### config.mk
export PLATFORM = sky130hd
export DESIGN_NAME = key_hold_velocity_ramp_top
export DESIGN_NICKNAME = d
export VERILOG_FILES = /design/src/design/kvr_pkg.sv /design/src/design/key_hold_velocity_ramp_top.sv /design/src/design/kvr_keys.sv /design/src/design/kvr_axis.sv
export SDC_FILE = /design/constraint.sdc
export NUM_CORES = 2
export LEC_CHECK = 0
export BUFFER_PORTS_ARGS = -buffer_cell sky130_fd_sc_hd__buf_2
export CORE_MARGIN = 5
export CORE_UTILIZATION = 40
export CTS_BUF_LIST = sky130_fd_sc_hd__clkbuf_8
export CTS_CLUSTER_DIAMETER = 30
export CTS_CLUSTER_SIZE = 14
export DETAILED_ROUTE_END_ITERATION = 12
export GPL_TIMING_DRIVEN = 1
export PLACE_DENSITY = 0.59
export SLEW_MARGIN = 25
export SYNTH_ARGS = -nofsm -noshare
export SYNTH_HDL_FRONTEND = slang
export SYNTH_SLANG_ARGS = --single-unit
### constraint.sdc
create_clock -name clk -period 22.4 [get_ports clk]
set_input_delay 3.36 -clock clk [delete_from_list [all_inputs] [get_ports clk]]
set_output_delay 3.36 -clock clk [all_outputs]
set_load 0.02 [all_outputs]
### src/design/kvr_pkg.sv
`timescale 1ns / 1ps
// ----------------------------------------------------------------------------
// kvr_pkg
// Shared types, codes and constants of the key-hold velocity ramp.
// ----------------------------------------------------------------------------
package kvr_pkg;

  // request types
  localparam logic REQ_KEY  = 1'b0;
  localparam logic REQ_TICK = 1'b1;

  // key codes carried by a key event
  localparam int  CODE_W = 4;
  localparam logic [CODE_W-1:0] CODE_UP         = 4'd0;
  localparam logic [CODE_W-1:0] CODE_DOWN       = 4'd1;
  localparam logic [CODE_W-1:0] CODE_LEFT       = 4'd2;
  localparam logic [CODE_W-1:0] CODE_RIGHT      = 4'd3;
  localparam logic [CODE_W-1:0] CODE_BRAKE      = 4'd4;
  localparam logic [CODE_W-1:0] CODE_UP_LEFT    = 4'd5;
  localparam logic [CODE_W-1:0] CODE_UP_RIGHT   = 4'd6;
  localparam logic [CODE_W-1:0] CODE_DOWN_LEFT  = 4'd7;
  localparam logic [CODE_W-1:0] CODE_DOWN_RIGHT = 4'd8;

  // key slots in the stamp table
  localparam int NUM_KEYS = 5;
  localparam int K_UP     = 0;
  localparam int K_DOWN   = 1;
  localparam int K_LEFT   = 2;
  localparam int K_RIGHT  = 3;
  localparam int K_BRAKE  = 4;

  localparam int TIME_W   = 32;
  localparam int HOLD_W   = 16;
  localparam int FACTOR_W = 16;

  // configuration port
  localparam int CFG_IDX_W  = 4;
  localparam int CFG_DATA_W = 32;
  localparam logic [CFG_IDX_W-1:0] CFG_HOLD_WINDOW   = 4'd0;
  localparam logic [CFG_IDX_W-1:0] CFG_LIN_STEP      = 4'd1;
  localparam logic [CFG_IDX_W-1:0] CFG_ANG_STEP      = 4'd2;
  localparam logic [CFG_IDX_W-1:0] CFG_LIN_FRICTION  = 4'd3;
  localparam logic [CFG_IDX_W-1:0] CFG_ANG_FRICTION  = 4'd4;
  localparam logic [CFG_IDX_W-1:0] CFG_LIN_BRAKE     = 4'd5;
  localparam logic [CFG_IDX_W-1:0] CFG_ANG_BRAKE     = 4'd6;
  localparam logic [CFG_IDX_W-1:0] CFG_MAX_SPEED     = 4'd7;

  // register reset values
  localparam logic [HOLD_W-1:0]   RST_HOLD_WINDOW  = 16'd200;
  localparam int                  RST_LIN_STEP     = 2621;
  localparam int                  RST_ANG_STEP     = 1966;
  localparam logic [FACTOR_W-1:0] RST_LIN_FRICTION = 16'd64225;
  localparam logic [FACTOR_W-1:0] RST_ANG_FRICTION = 16'd62259;
  localparam logic [FACTOR_W-1:0] RST_LIN_BRAKE    = 16'd328;
  localparam logic [FACTOR_W-1:0] RST_ANG_BRAKE    = 16'd66;

  // per-axis control from the held-key decode
  typedef struct packed {
    logic brake;
    logic pos;
    logic neg;
  } kvr_axis_ctl_t;

  // keys stamped by one key event
  function automatic logic [NUM_KEYS-1:0] key_mask(input logic [CODE_W-1:0] code);
    logic [NUM_KEYS-1:0] m;
    m = '0;
    unique case (code)
      CODE_UP:         m[K_UP] = 1'b1;
      CODE_DOWN:       m[K_DOWN] = 1'b1;
      CODE_LEFT:       m[K_LEFT] = 1'b1;
      CODE_RIGHT:      m[K_RIGHT] = 1'b1;
      CODE_BRAKE:      m[K_BRAKE] = 1'b1;
      CODE_UP_LEFT:    begin m[K_UP] = 1'b1; m[K_LEFT] = 1'b1; end
      CODE_UP_RIGHT:   begin m[K_UP] = 1'b1; m[K_RIGHT] = 1'b1; end
      CODE_DOWN_LEFT:  begin m[K_DOWN] = 1'b1; m[K_LEFT] = 1'b1; end
      CODE_DOWN_RIGHT: begin m[K_DOWN] = 1'b1; m[K_RIGHT] = 1'b1; end
      default:         m = '0;
    endcase
    return m;
  endfunction

endpackage

### src/design/key_hold_velocity_ramp_top.sv
`timescale 1ns / 1ps
// ----------------------------------------------------------------------------
// key_hold_velocity_ramp_top
// Key-hold velocity ramp: key stamps in, Q1.16 linear/angular commands out.
// ----------------------------------------------------------------------------
// usage
//   input channel (in_valid/in_ready): req_type, key_code, now_ms. a key event
//   stamps one or two direction keys or the brake key and gives no result; a
//   control tick updates both velocities and gives one result transfer.
//   output channel (out_valid/out_ready): linear_vel, angular_vel, signed Q1.16.
//   config channel (cfg_valid/cfg_ready): cfg_index selects the register,
//   cfg_data carries the value (low bits kept); cfg_ready is always high.
//   write config only while the block is idle.
// pipeline and throughput
//   an item is registered in the input register, the held-key compare and the
//   axis update run while it sits there, and out_valid rises in the cycle after
//   a tick leaves it. one item per cycle is sustained while no tick waits on the
//   output; the velocity registers double as the output register.
// reset
//   rst clears keys-seen flags, both velocities, valid flags, and loads the
//   register defaults. no key counts as held until it is stamped again.
// stall
//   while a result waits, key events keep flowing; a tick waits in the input
//   register and holds in_ready low until the result transfers.
// ----------------------------------------------------------------------------
module key_hold_velocity_ramp_top #(
  parameter int ZERO_THRESHOLD = 66,
  parameter int VEL_FRAC_BITS  = 16
) (
  input  logic                              clk,
  input  logic                              rst,
  // input channel
  input  logic                              in_valid,
  output logic                              in_ready,
  input  logic                              req_type,
  input  logic [kvr_pkg::CODE_W-1:0]        key_code,
  input  logic [kvr_pkg::TIME_W-1:0]        now_ms,
  // output channel
  output logic                              out_valid,
  input  logic                              out_ready,
  output logic signed [VEL_FRAC_BITS+1:0]   linear_vel,
  output logic signed [VEL_FRAC_BITS+1:0]   angular_vel,
  // config channel
  input  logic                              cfg_valid,
  output logic                              cfg_ready,
  input  logic [kvr_pkg::CFG_IDX_W-1:0]     cfg_index,
  input  logic [kvr_pkg::CFG_DATA_W-1:0]    cfg_data
);

  localparam int STEP_W = VEL_FRAC_BITS;
  localparam int MAX_W  = VEL_FRAC_BITS + 1;
  // 1.5 in Q1.VEL_FRAC_BITS
  localparam logic [MAX_W-1:0] RST_MAX_SPEED = MAX_W'(3) << (VEL_FRAC_BITS - 1);

  // config registers
  logic [kvr_pkg::HOLD_W-1:0]   hold_window;
  logic [STEP_W-1:0]            lin_step;
  logic [STEP_W-1:0]            ang_step;
  logic [kvr_pkg::FACTOR_W-1:0] lin_friction;
  logic [kvr_pkg::FACTOR_W-1:0] ang_friction;
  logic [kvr_pkg::FACTOR_W-1:0] lin_brake;
  logic [kvr_pkg::FACTOR_W-1:0] ang_brake;
  logic [MAX_W-1:0]             max_speed;

  // input register
  logic                         stage_valid;
  logic                         stage_req;
  logic [kvr_pkg::CODE_W-1:0]   stage_code;
  logic [kvr_pkg::TIME_W-1:0]   stage_time;

  logic                         stage_fire;
  logic                         tick_fire;
  logic [kvr_pkg::NUM_KEYS-1:0] held;
  kvr_pkg::kvr_axis_ctl_t       lin_ctl;
  kvr_pkg::kvr_axis_ctl_t       ang_ctl;

  assign cfg_ready = 1'b1;

  always_ff @(posedge clk) begin
    if (rst) begin
      hold_window  <= kvr_pkg::RST_HOLD_WINDOW;
      lin_step     <= STEP_W'(kvr_pkg::RST_LIN_STEP);
      ang_step     <= STEP_W'(kvr_pkg::RST_ANG_STEP);
      lin_friction <= kvr_pkg::RST_LIN_FRICTION;
      ang_friction <= kvr_pkg::RST_ANG_FRICTION;
      lin_brake    <= kvr_pkg::RST_LIN_BRAKE;
      ang_brake    <= kvr_pkg::RST_ANG_BRAKE;
      max_speed    <= RST_MAX_SPEED;
    end else if (cfg_valid && cfg_ready) begin
      unique case (cfg_index)
        kvr_pkg::CFG_HOLD_WINDOW:  hold_window  <= cfg_data[kvr_pkg::HOLD_W-1:0];
        kvr_pkg::CFG_LIN_STEP:     lin_step     <= cfg_data[STEP_W-1:0];
        kvr_pkg::CFG_ANG_STEP:     ang_step     <= cfg_data[STEP_W-1:0];
        kvr_pkg::CFG_LIN_FRICTION: lin_friction <= cfg_data[kvr_pkg::FACTOR_W-1:0];
        kvr_pkg::CFG_ANG_FRICTION: ang_friction <= cfg_data[kvr_pkg::FACTOR_W-1:0];
        kvr_pkg::CFG_LIN_BRAKE:    lin_brake    <= cfg_data[kvr_pkg::FACTOR_W-1:0];
        kvr_pkg::CFG_ANG_BRAKE:    ang_brake    <= cfg_data[kvr_pkg::FACTOR_W-1:0];
        kvr_pkg::CFG_MAX_SPEED:    max_speed    <= cfg_data[MAX_W-1:0];
        default: ;  // unused index, write dropped
      endcase
    end
  end

  // key events never need the output side; ticks wait for a free result slot
  assign stage_fire = stage_valid
                      && ((stage_req == kvr_pkg::REQ_KEY) || !out_valid || out_ready);
  assign tick_fire  = stage_fire && (stage_req == kvr_pkg::REQ_TICK);
  assign in_ready   = !stage_valid || stage_fire;

  always_ff @(posedge clk) begin
    if (rst) begin
      stage_valid <= 1'b0;
    end else if (in_ready) begin
      stage_valid <= in_valid;
    end
  end

  always_ff @(posedge clk) begin
    if (in_valid && in_ready) begin
      stage_req  <= req_type;
      stage_code <= key_code;
      stage_time <= now_ms;
    end
  end

  // key table; stamps on a key event transfer out of the input register
  kvr_keys u_keys (
    .clk         (clk),
    .rst         (rst),
    .stamp_en    (stage_fire && (stage_req == kvr_pkg::REQ_KEY)),
    .code        (stage_code),
    .now_time    (stage_time),
    .hold_window (hold_window),
    .held        (held)
  );

  // brake overrides both axes; opposite keys cancel to friction decay
  assign lin_ctl = '{brake: held[kvr_pkg::K_BRAKE],
                     pos:   held[kvr_pkg::K_UP],
                     neg:   held[kvr_pkg::K_DOWN]};
  assign ang_ctl = '{brake: held[kvr_pkg::K_BRAKE],
                     pos:   held[kvr_pkg::K_LEFT],
                     neg:   held[kvr_pkg::K_RIGHT]};

  kvr_axis #(
    .VEL_FRAC_BITS  (VEL_FRAC_BITS),
    .ZERO_THRESHOLD (ZERO_THRESHOLD)
  ) u_lin (
    .clk          (clk),
    .rst          (rst),
    .update       (tick_fire),
    .ctl          (lin_ctl),
    .step         (lin_step),
    .friction     (lin_friction),
    .brake_factor (lin_brake),
    .max_speed    (max_speed),
    .vel          (linear_vel)
  );

  kvr_axis #(
    .VEL_FRAC_BITS  (VEL_FRAC_BITS),
    .ZERO_THRESHOLD (ZERO_THRESHOLD)
  ) u_ang (
    .clk          (clk),
    .rst          (rst),
    .update       (tick_fire),
    .ctl          (ang_ctl),
    .step         (ang_step),
    .friction     (ang_friction),
    .brake_factor (ang_brake),
    .max_speed    (max_speed),
    .vel          (angular_vel)
  );

  // velocity registers are the result payload; valid tracks pending result
  always_ff @(posedge clk) begin
    if (rst) begin
      out_valid <= 1'b0;
    end else if (tick_fire) begin
      out_valid <= 1'b1;
    end else if (out_ready) begin
      out_valid <= 1'b0;
    end
  end

  // a tick that leaves the input register always shows up as a result
  assert property (@(posedge clk) disable iff (rst) tick_fire |=> out_valid)
    else $error("tick transfer did not raise out_valid");

  // velocities only move on a tick
  assert property (@(posedge clk) disable iff (rst)
    !tick_fire |=> ($stable(linear_vel) && $stable(angular_vel)))
    else $error("velocity changed without a tick");

  // a key event in the input register is never held back by the output side
  assert property (@(posedge clk) disable iff (rst)
    (stage_valid && (stage_req == kvr_pkg::REQ_KEY)) |-> in_ready)
    else $error("key event stalled");

  // clamp and scale keep the most negative code unreachable
  assert property (@(posedge clk) disable iff (rst)
    (linear_vel != {1'b1, {(VEL_FRAC_BITS+1){1'b0}}})
    && (angular_vel != {1'b1, {(VEL_FRAC_BITS+1){1'b0}}}))
    else $error("velocity out of range");

endmodule

### src/design/kvr_keys.sv
`timescale 1ns / 1ps
// ----------------------------------------------------------------------------
// kvr_keys
// Key stamp table with seen flags and the held-key compare.
// ----------------------------------------------------------------------------
module kvr_keys (
  input  logic                                clk,
  input  logic                                rst,
  input  logic                                stamp_en,
  input  logic [kvr_pkg::CODE_W-1:0]          code,
  input  logic [kvr_pkg::TIME_W-1:0]          now_time,
  input  logic [kvr_pkg::HOLD_W-1:0]          hold_window,
  output logic [kvr_pkg::NUM_KEYS-1:0]        held
);

  logic [kvr_pkg::TIME_W-1:0]   stamp [kvr_pkg::NUM_KEYS];
  logic [kvr_pkg::NUM_KEYS-1:0] seen;
  logic [kvr_pkg::NUM_KEYS-1:0] wr_mask;

  assign wr_mask = stamp_en ? kvr_pkg::key_mask(code) : '0;

  always_ff @(posedge clk) begin
    if (rst) begin
      seen <= '0;
    end else begin
      seen <= seen | wr_mask;
    end
  end

  always_ff @(posedge clk) begin
    for (int i = 0; i < kvr_pkg::NUM_KEYS; i++) begin
      if (wr_mask[i]) begin
        stamp[i] <= now_time;
      end
    end
  end

  // age wraps modulo 2^32; held while age is below the window
  always_comb begin
    logic [kvr_pkg::TIME_W-1:0] age;
    for (int i = 0; i < kvr_pkg::NUM_KEYS; i++) begin
      age = now_time - stamp[i];
      held[i] = seen[i] && (age[kvr_pkg::TIME_W-1:kvr_pkg::HOLD_W] == '0)
                && (age[kvr_pkg::HOLD_W-1:0] < hold_window);
    end
  end

endmodule

### src/design/kvr_axis.sv
`timescale 1ns / 1ps
// ----------------------------------------------------------------------------
// kvr_axis
// One velocity axis: state register, scale-and-zero path, accelerate-and-clamp.
// ----------------------------------------------------------------------------
module kvr_axis #(
  parameter int VEL_FRAC_BITS  = 16,
  parameter int ZERO_THRESHOLD = 66
) (
  input  logic                                 clk,
  input  logic                                 rst,
  input  logic                                 update,
  input  kvr_pkg::kvr_axis_ctl_t               ctl,
  input  logic [VEL_FRAC_BITS-1:0]             step,
  input  logic [kvr_pkg::FACTOR_W-1:0]         friction,
  input  logic [kvr_pkg::FACTOR_W-1:0]         brake_factor,
  input  logic [VEL_FRAC_BITS:0]               max_speed,
  output logic signed [VEL_FRAC_BITS+1:0]      vel
);

  localparam int VEL_W  = VEL_FRAC_BITS + 2;
  localparam int STEP_W = VEL_FRAC_BITS;
  localparam int MAX_W  = VEL_FRAC_BITS + 1;
  localparam int ACC_W  = VEL_W + 1;
  localparam int PROD_W = VEL_W + kvr_pkg::FACTOR_W;
  localparam logic [31:0] THR = 32'(ZERO_THRESHOLD);

  logic                         neg;
  logic [VEL_W-1:0]             mag;
  logic [kvr_pkg::FACTOR_W-1:0] factor;
  logic [PROD_W-1:0]            prod;
  logic [VEL_W-1:0]             scaled;
  logic [VEL_W-1:0]             smag;
  logic [VEL_W-1:0]             scale_res;
  logic signed [ACC_W-1:0]      vext;
  logic signed [ACC_W-1:0]      sstep;
  logic signed [ACC_W-1:0]      lim;
  logic signed [ACC_W-1:0]      sum;
  logic signed [ACC_W-1:0]      clamped;
  logic signed [VEL_W-1:0]      vel_next;

  // scale by a Q0.16 factor on the magnitude, truncating toward zero
  assign neg       = vel[VEL_W-1];
  assign mag       = neg ? VEL_W'(~vel + 1'b1) : vel;
  assign factor    = ctl.brake ? brake_factor : friction;
  assign prod      = PROD_W'(mag) * PROD_W'(factor);
  assign scaled    = prod[PROD_W-1:kvr_pkg::FACTOR_W];
  assign smag      = (32'(scaled) < THR) ? '0 : scaled;
  assign scale_res = neg ? VEL_W'(~smag + 1'b1) : smag;

  // accelerate one step and clamp to +/- max speed
  assign vext    = {vel[VEL_W-1], vel};
  assign sstep   = {{(ACC_W-STEP_W){1'b0}}, step};
  assign lim     = {{(ACC_W-MAX_W){1'b0}}, max_speed};
  assign sum     = ctl.pos ? (vext + sstep) : (vext - sstep);

  always_comb begin
    if (sum > lim) begin
      clamped = lim;
    end else if (sum < -lim) begin
      clamped = -lim;
    end else begin
      clamped = sum;
    end
  end

  always_comb begin
    if (!ctl.brake && (ctl.pos ^ ctl.neg)) begin
      vel_next = clamped[VEL_W-1:0];
    end else begin
      vel_next = scale_res;
    end
  end

  always_ff @(posedge clk) begin
    if (rst) begin
      vel <= '0;
    end else if (update) begin
      vel <= vel_next;
    end
  end

endmodule
# ---- After elaboration in Yosys (flattened, before gate mapping)
# Memory sizes are Yosys's and may differ from the RTL's.
# Index checks and enable logic that the tools add are counted.
dict set report classes {
  add_sub_neg 14
  n_mul 2
  n_lt_le_gt_ge 11
  eq_ne 15
  muxes 43
  bitwise_logic 8
  reduce_logical 45
}
# op n
set ops {}
lappend ops {{18-bit two-way mux} 12}
lappend ops {{32-bit subtractor} 5}
lappend ops {{32-bit two-way mux} 3}
lappend ops {{32-bit OR reduction} 3}
lappend ops {{16-bit logical NOT} 5}
lappend ops {{16-bit < comparator} 5}
lappend ops {{18-bit by 1-bit adder with 18-bit output, second input constant} 4}
lappend ops {{18-bit NOT} 4}
lappend ops {{18-bit by 16-bit multiplier with 34-bit output} 2}
lappend ops {{18-bit by 17-bit adder with 19-bit output} 2}
lappend ops {{19-bit by 18-bit greater-than comparator with 1-bit output} 2}
lappend ops {{19-bit < comparator} 2}
lappend ops {{19-bit two-way mux} 2}
lappend ops {{18-bit by 17-bit subtractor with 19-bit output} 2}
lappend ops {{18-bit by 7-bit < comparator with 1-bit output, second input constant} 2}
lappend ops {{4-bit by 3-bit equality test with 1-bit output, second input constant} 8}
lappend ops {{16-bit two-way mux} 2}
lappend ops {{1-bit two-way mux} 20}
lappend ops {{17-bit negator with 19-bit output} 1}
lappend ops {{4-bit by 2-bit equality test with 1-bit output, second input constant} 4}
lappend ops {{1-bit logical AND} 16}
lappend ops {{2-bit AND reduction} 8}
lappend ops {{3-bit OR reduction} 4}
lappend ops {{3-bit two-way mux} 3}
lappend ops {{other kinds (10)} 17}
dict set report totals {
  regBits 209
  ram_bits 160
  output_inout_bits 39
  wordCells 155
  memories 1
}
# memory words width read_ports rd_clocked_by_memory_dff write_ports line_no
set mem_list {}
lappend mem_list {u_keys.stamp 5 32 5 0 2 kvr_keys.sv:16} ;# logic [kvr_pkg::TIME_W-1:0] stamp [kvr_pkg::NUM_KEYS];

# ---- Longest topological paths before layout
# An unclocked memory read counts as a cell.
dict set report logic_depth {
  ltp_word 13
  ltp_mapped 58
  mapped_depth_nobuf 53
}

# ---- By module
# A second synthesis with hierarchy kept.
dict set report unflattened {
  hier_cells 5849
  hier_area_um2 50119.3
}
# module n_inst cells_per_inst area_each_um2
set by_module_without_submodules {}
lappend by_module_without_submodules {kvr_keys 1 1765 15826.4}
lappend by_module_without_submodules {{kvr_axis at u_lin} 1 1785 14157.3}
lappend by_module_without_submodules {{kvr_axis at u_ang} 1 1748 13878.3}
lappend by_module_without_submodules {key_hold_velocity_ramp_top 1 551 6257.3}

# ---- Worst setup path before layout
# Ideal clock, no wire load.
dict set report synth_path {
  kind {reg-to-reg}
  start {reg stage_time[1] (netlist name)}
  end {reg u_lin.vel[12]}
  setup_time_ns 0.074
  t_arrival_ns 12.577
  slack_ns 9.748
  stages_incl_launch_ff 49
  synth_period_minus_slack_ns 12.652
  path_cell_list {edfxtp_1 -> inv_1 -> fa_1 -> nor2b_1 -> o2111a_1 -> nor3_4 -> or2_2 -> xnor2_1 -> ha_1 -> a21o_1 -> a21oi_1 -> a21o_1 -> a31oi_1 -> nor4_1 -> nand4bb_1 -> nor3_1 -> clkbuf_1 -> buf_1 -> [... 13 more ...] -> o21bai_1 -> a21o_1 -> a221o_1 -> a21oi_1 -> inv_1 -> or3_1 -> a21o_1 -> nor4_2 -> and3_2 -> buf_4 -> nand2b_1 -> ha_1 -> inv_1 -> o41ai_1 -> o31ai_1 -> xnor2_1 -> nand2b_1 -> a31oi_1}
}
dict set report synth_via {
  elab_chain_len 12
  elab_cells_between_ends 31
}
# item line_no
set synth_rtl {}
lappend synth_rtl {{start: declaration} key_hold_velocity_ramp_top.sv:69} ;# logic [kvr_pkg::TIME_W-1:0] stage_time;
lappend synth_rtl {{start signal: assignment} key_hold_velocity_ramp_top.sv:122} ;# stage_time <= now_ms;
lappend synth_rtl {{branches (longest 11 deep; another with 18-bit by 16-bit multiplier with 34-bit output)} n/a}
lappend synth_rtl {{18-bit two-way mux *} kvr_axis.sv:68} ;# if (!ctl.brake && (ctl.pos ^ ctl.neg)) begin
lappend synth_rtl {{end signal: assignment} kvr_axis.sv:79} ;# vel <= vel_next;
lappend synth_rtl {{end: declaration} kvr_axis.sv:18} ;# output logic signed [VEL_FRAC_BITS+1:0] vel
# Every way passes the cells marked *.
# A chain may end at the register's enable or synchronous reset.

# ---- Worst setup path after layout
dict set report layout_path {
  start {reg stage_time[1] (netlist name)}
  end {reg u_ang.vel[8]}
}
dict set report layout_via {
  elab_chain_len 12
  elab_cells_between_ends 31
}
# item line_no
set layout_rtl {}
lappend layout_rtl {{branches (longest 11 deep; another with 18-bit by 16-bit multiplier with 34-bit output)} n/a}
lappend layout_rtl {{18-bit two-way mux *} kvr_axis.sv:68}
lappend layout_rtl {{end signal: assignment} kvr_axis.sv:79}
lappend layout_rtl {{end: declaration} kvr_axis.sv:18}
# Marked as above.

==> summary.md <==
| Metric | Value |
|---|---|
| Status | finished, final reports clean |
| GRT Util Overall | 23.84% |
| Fin. max-slew vios | 0 |
| Placed cells | 7,777 |
| Initial antenna violation count | 5 |
| Row cnt | 130 |
| Hold Crit Start | lin_brake[9] |
| Post-route worst setup slack | 7.703 ns |
| Core Region | 125,400 sq um |
| Min-Delay Path Class | reg -> reg |
| First-pass iteration count of the detailed router | 5 |
| Async S/R FF share, synth | 0% |
| PortBufs | 100 |
| CP bufs+invs | 4 |
| Clock root buffer | clkbuf_8 |
| Hpwl dp | 128,200 microns |
| Crit path kind | reg -> reg |
| Die Y | 364.8 microns |
| Clock Skews | 0.07288 ns |
| Post-DRT Antenna Nets | 0 |
| Crit path time final | 14.70 ns |
| Worst Setup SP | stage_time[1] |
| P&R area growth vs syn | 9.441% |
| Post-DR wirelength/cell | 20.13 microns |
| # resized after CTS | 0 |
| Final nets | 7,302 |
| Worst Path Max Fanout | 37 |
| Endpoint type of the worst setup path | flop |
| First-pass GRT wire length | 249,700 microns |
| Die ar. | 133,100 sq um |
| Clock slew at reported path FFs | 0.06 ns |
| DRC Markers | 0 |
| Unrepaired setup endpoints after global routing | no |
| Max_cap viols | 0 |
| Netlist cell types | 106 |
| Die Width | 364.8 microns |
| Final setup fails | 0 |
| Vias per inst | 5.563 |
| Worst Max-Slew Pin Slew | 1.167 ns |
| Yosys top cell area share | 17.85% |
| I/O pin count | 117 |
| Maximum clock path buffer count | 3 |
| WP data arrival | 15.32 ns |
| Synth Cell Area | 50,350 sq um |
| Finished Layout Cells | 7,965 |
| Routed WL | 160,300 microns |
| Largest area contributor in the netlist | fa_1 |
| Largest delay share family, worst path | simple AND/OR/NAND/NOR gates |
| Vias | 44,310 |
| Largest net degree at the start of global routing | 78 |
| Routability Congestion | 0.9601 |
| Post-Place Worst Slack | 7.926 ns |
| Critical Path Max Stage Delay | 0.83 ns |
| Post-synthesis sequential area ratio | 18.59% |
| CTS tree | done |
| Fmax | 0.06804 GHz |
| Synth Register Bits | 369 |
| H-tree Lvls | 3 |
| CTS Hold Bufs | 0 |
| RR Startpoint | stage_time[1] |
| Final TNS setup | 0 ns |
| Layout cell share with drive strength beyond 1 | 7.321% |
| Worst path most repeated cell | fa_1 |
| Most instantiated library cell after synthesis | nand2_1 |
| Setup Fix Bufs, Post-CTS | 0 |
| Clock sink count | 369 |
| Yosys warnings | 0 |
| Synth Flop Type | edfxtp_1 |
| WP data required | 23.03 ns |
| Post-synth EDFFs | 197 |
| Post-Syn Instances | 6,143 |
| Startpoint types | flop |
| GR Overflow Total | 0 |
| Drt initial violations | 3,265 |
| Top post-synthesis cells by area | fa_1, ha_1, edfxtp_1 |
| Mapped Avg Cell Area | 8.196 sq um |
| CTS buffer count | 97 |
| Initial Util | 40.15% |
| Vias in the first global route | 44,060 |
| Worst rel slew slack | 21.96% |
| Syn nets | 7,219 |
| Hold Vio Cnt, Final | 0 |
| Top post-synthesis cells by count | nand2_1, inv_1, ha_1 |
| Hold Slack | 0.4565 ns |
| Worst skew pair latency | 0.74 ns |
| Slowest CP cell | nor4bb_1 |
| Final worst path period share | 65.61% |
cells by family (layout without fill, tap and decap cells):
| group | Yosys count | in the layout | share of synthesized area, % |
|---|---|---|---|
| and+or+nand+nor | 2182 | 2182 | 20.20 |
| AOI/OAI and AO/OA | 1182 | 1182 | 15.11 |
| buffers and inverters | 1046 | 1214 | 7.943 |
| adders and majority gates | 998 | 998 | 31.50 |
| DFF | 369 | 369 | 18.59 |
| xor gates and xnor gates | 267 | 267 | 4.645 |
| muxes | 98 | 98 | 2.003 |
| other | 1 | 5 | 0.007448 |
layout by cell type, fill, tap and decap left out, drive strengths merged, types with 23 or more instances in the layout:
cell / synthesis / layout
xnor2: 168 / 168
o21bai: 34 / 34
or3: 41 / 41
nand2b: 68 / 68
edfxtp: 197 / 197
a21o: 112 / 112
dfxtp: 172 / 172
a211oi: 44 / 44
xor2: 99 / 99
o211ai: 33 / 33
clkinv: 3 / 39
clkbuf: 170 / 104
a21oi: 394 / 394
and3: 47 / 47
o22ai: 25 / 25
fa: 449 / 449
nor3: 125 / 125
nand4: 72 / 72
mux2i: 76 / 76
buf: 33 / 187
nor4: 54 / 54
ha: 549 / 549
nor2: 514 / 514
inv: 840 / 856
o21a: 69 / 69
a31oi: 50 / 50
o21ai: 197 / 197
nor2b: 65 / 65
o2111ai: 23 / 23
nand2: 893 / 893
o31ai: 32 / 32
nor3b: 24 / 24
nand3: 120 / 120
and2: 44 / 44
layout make-up:
type / count / area, sq um
inverter: 843 / 3164
sequential: 369 / 9359
antenna: 4 / 10.01
timing repair buffer: 187 / 1169
fill: 12600 / 70310
clock buffer: 104 / 1431
tap: 1650 / 2064
multi-input combinational: 4728 / 37150
clock inverter: 80 / 753.2
worst register-to-register path: cells and delay by family, from the launching register on:
family          cells  cell delay, ns
flops               1            0.69
buf+inv             4            0.54
xor+xnor            3            0.49
compound gates     12            2.63
simple gates       18            6.03
fa+ha+maj          10            4.27
routing by layer:
layer	vias to the layer above	global-route usage, %	routed length (microns)
met1	21540	31.46	69810
li1	21060	-	-
met5	-	0	24
met3	306	3.597	10490
met2	1402	39.85	73930
met4	4	8.511	6054
per-stage QoR:
step,util [%],instance area (sq um)
after floorplan,-,50350
after global placement,42.11,52810
after detailed placement,42.15,52860
after CTS,43.89,55040
after global routing,43.93,55090
final,43.94,55100
path summary, 6_finish.rpt:
kind / cells past startpoint / slack, ns / endpoint
setup / recovery: 47 / 7.70 / u_ang.vel[8]
hold / removal: 2 / 0.46 / lin_brake[9]
setup reg to reg: 47 / 7.70 / u_ang.vel[8]
hold reg to reg: 2 / 0.46 / lin_brake[9]
state kept, by name (all words and copies together) (netlist names), 4 cells and up:
name and flops:
lin_friction 16, u_keys.stamp 160, ang_friction 16, u_ang.vel 18
hold_window 16, stage_code 4, lin_brake 16, max_speed 17
ang_step 16, stage_time 32, u_lin.vel 18, lin_step 16
u_keys.seen 5, ang_brake 16
Power is left out: the tool's default activity adds up to more than one toggle a clock period on the data nets, which glitch-free logic cannot reach.
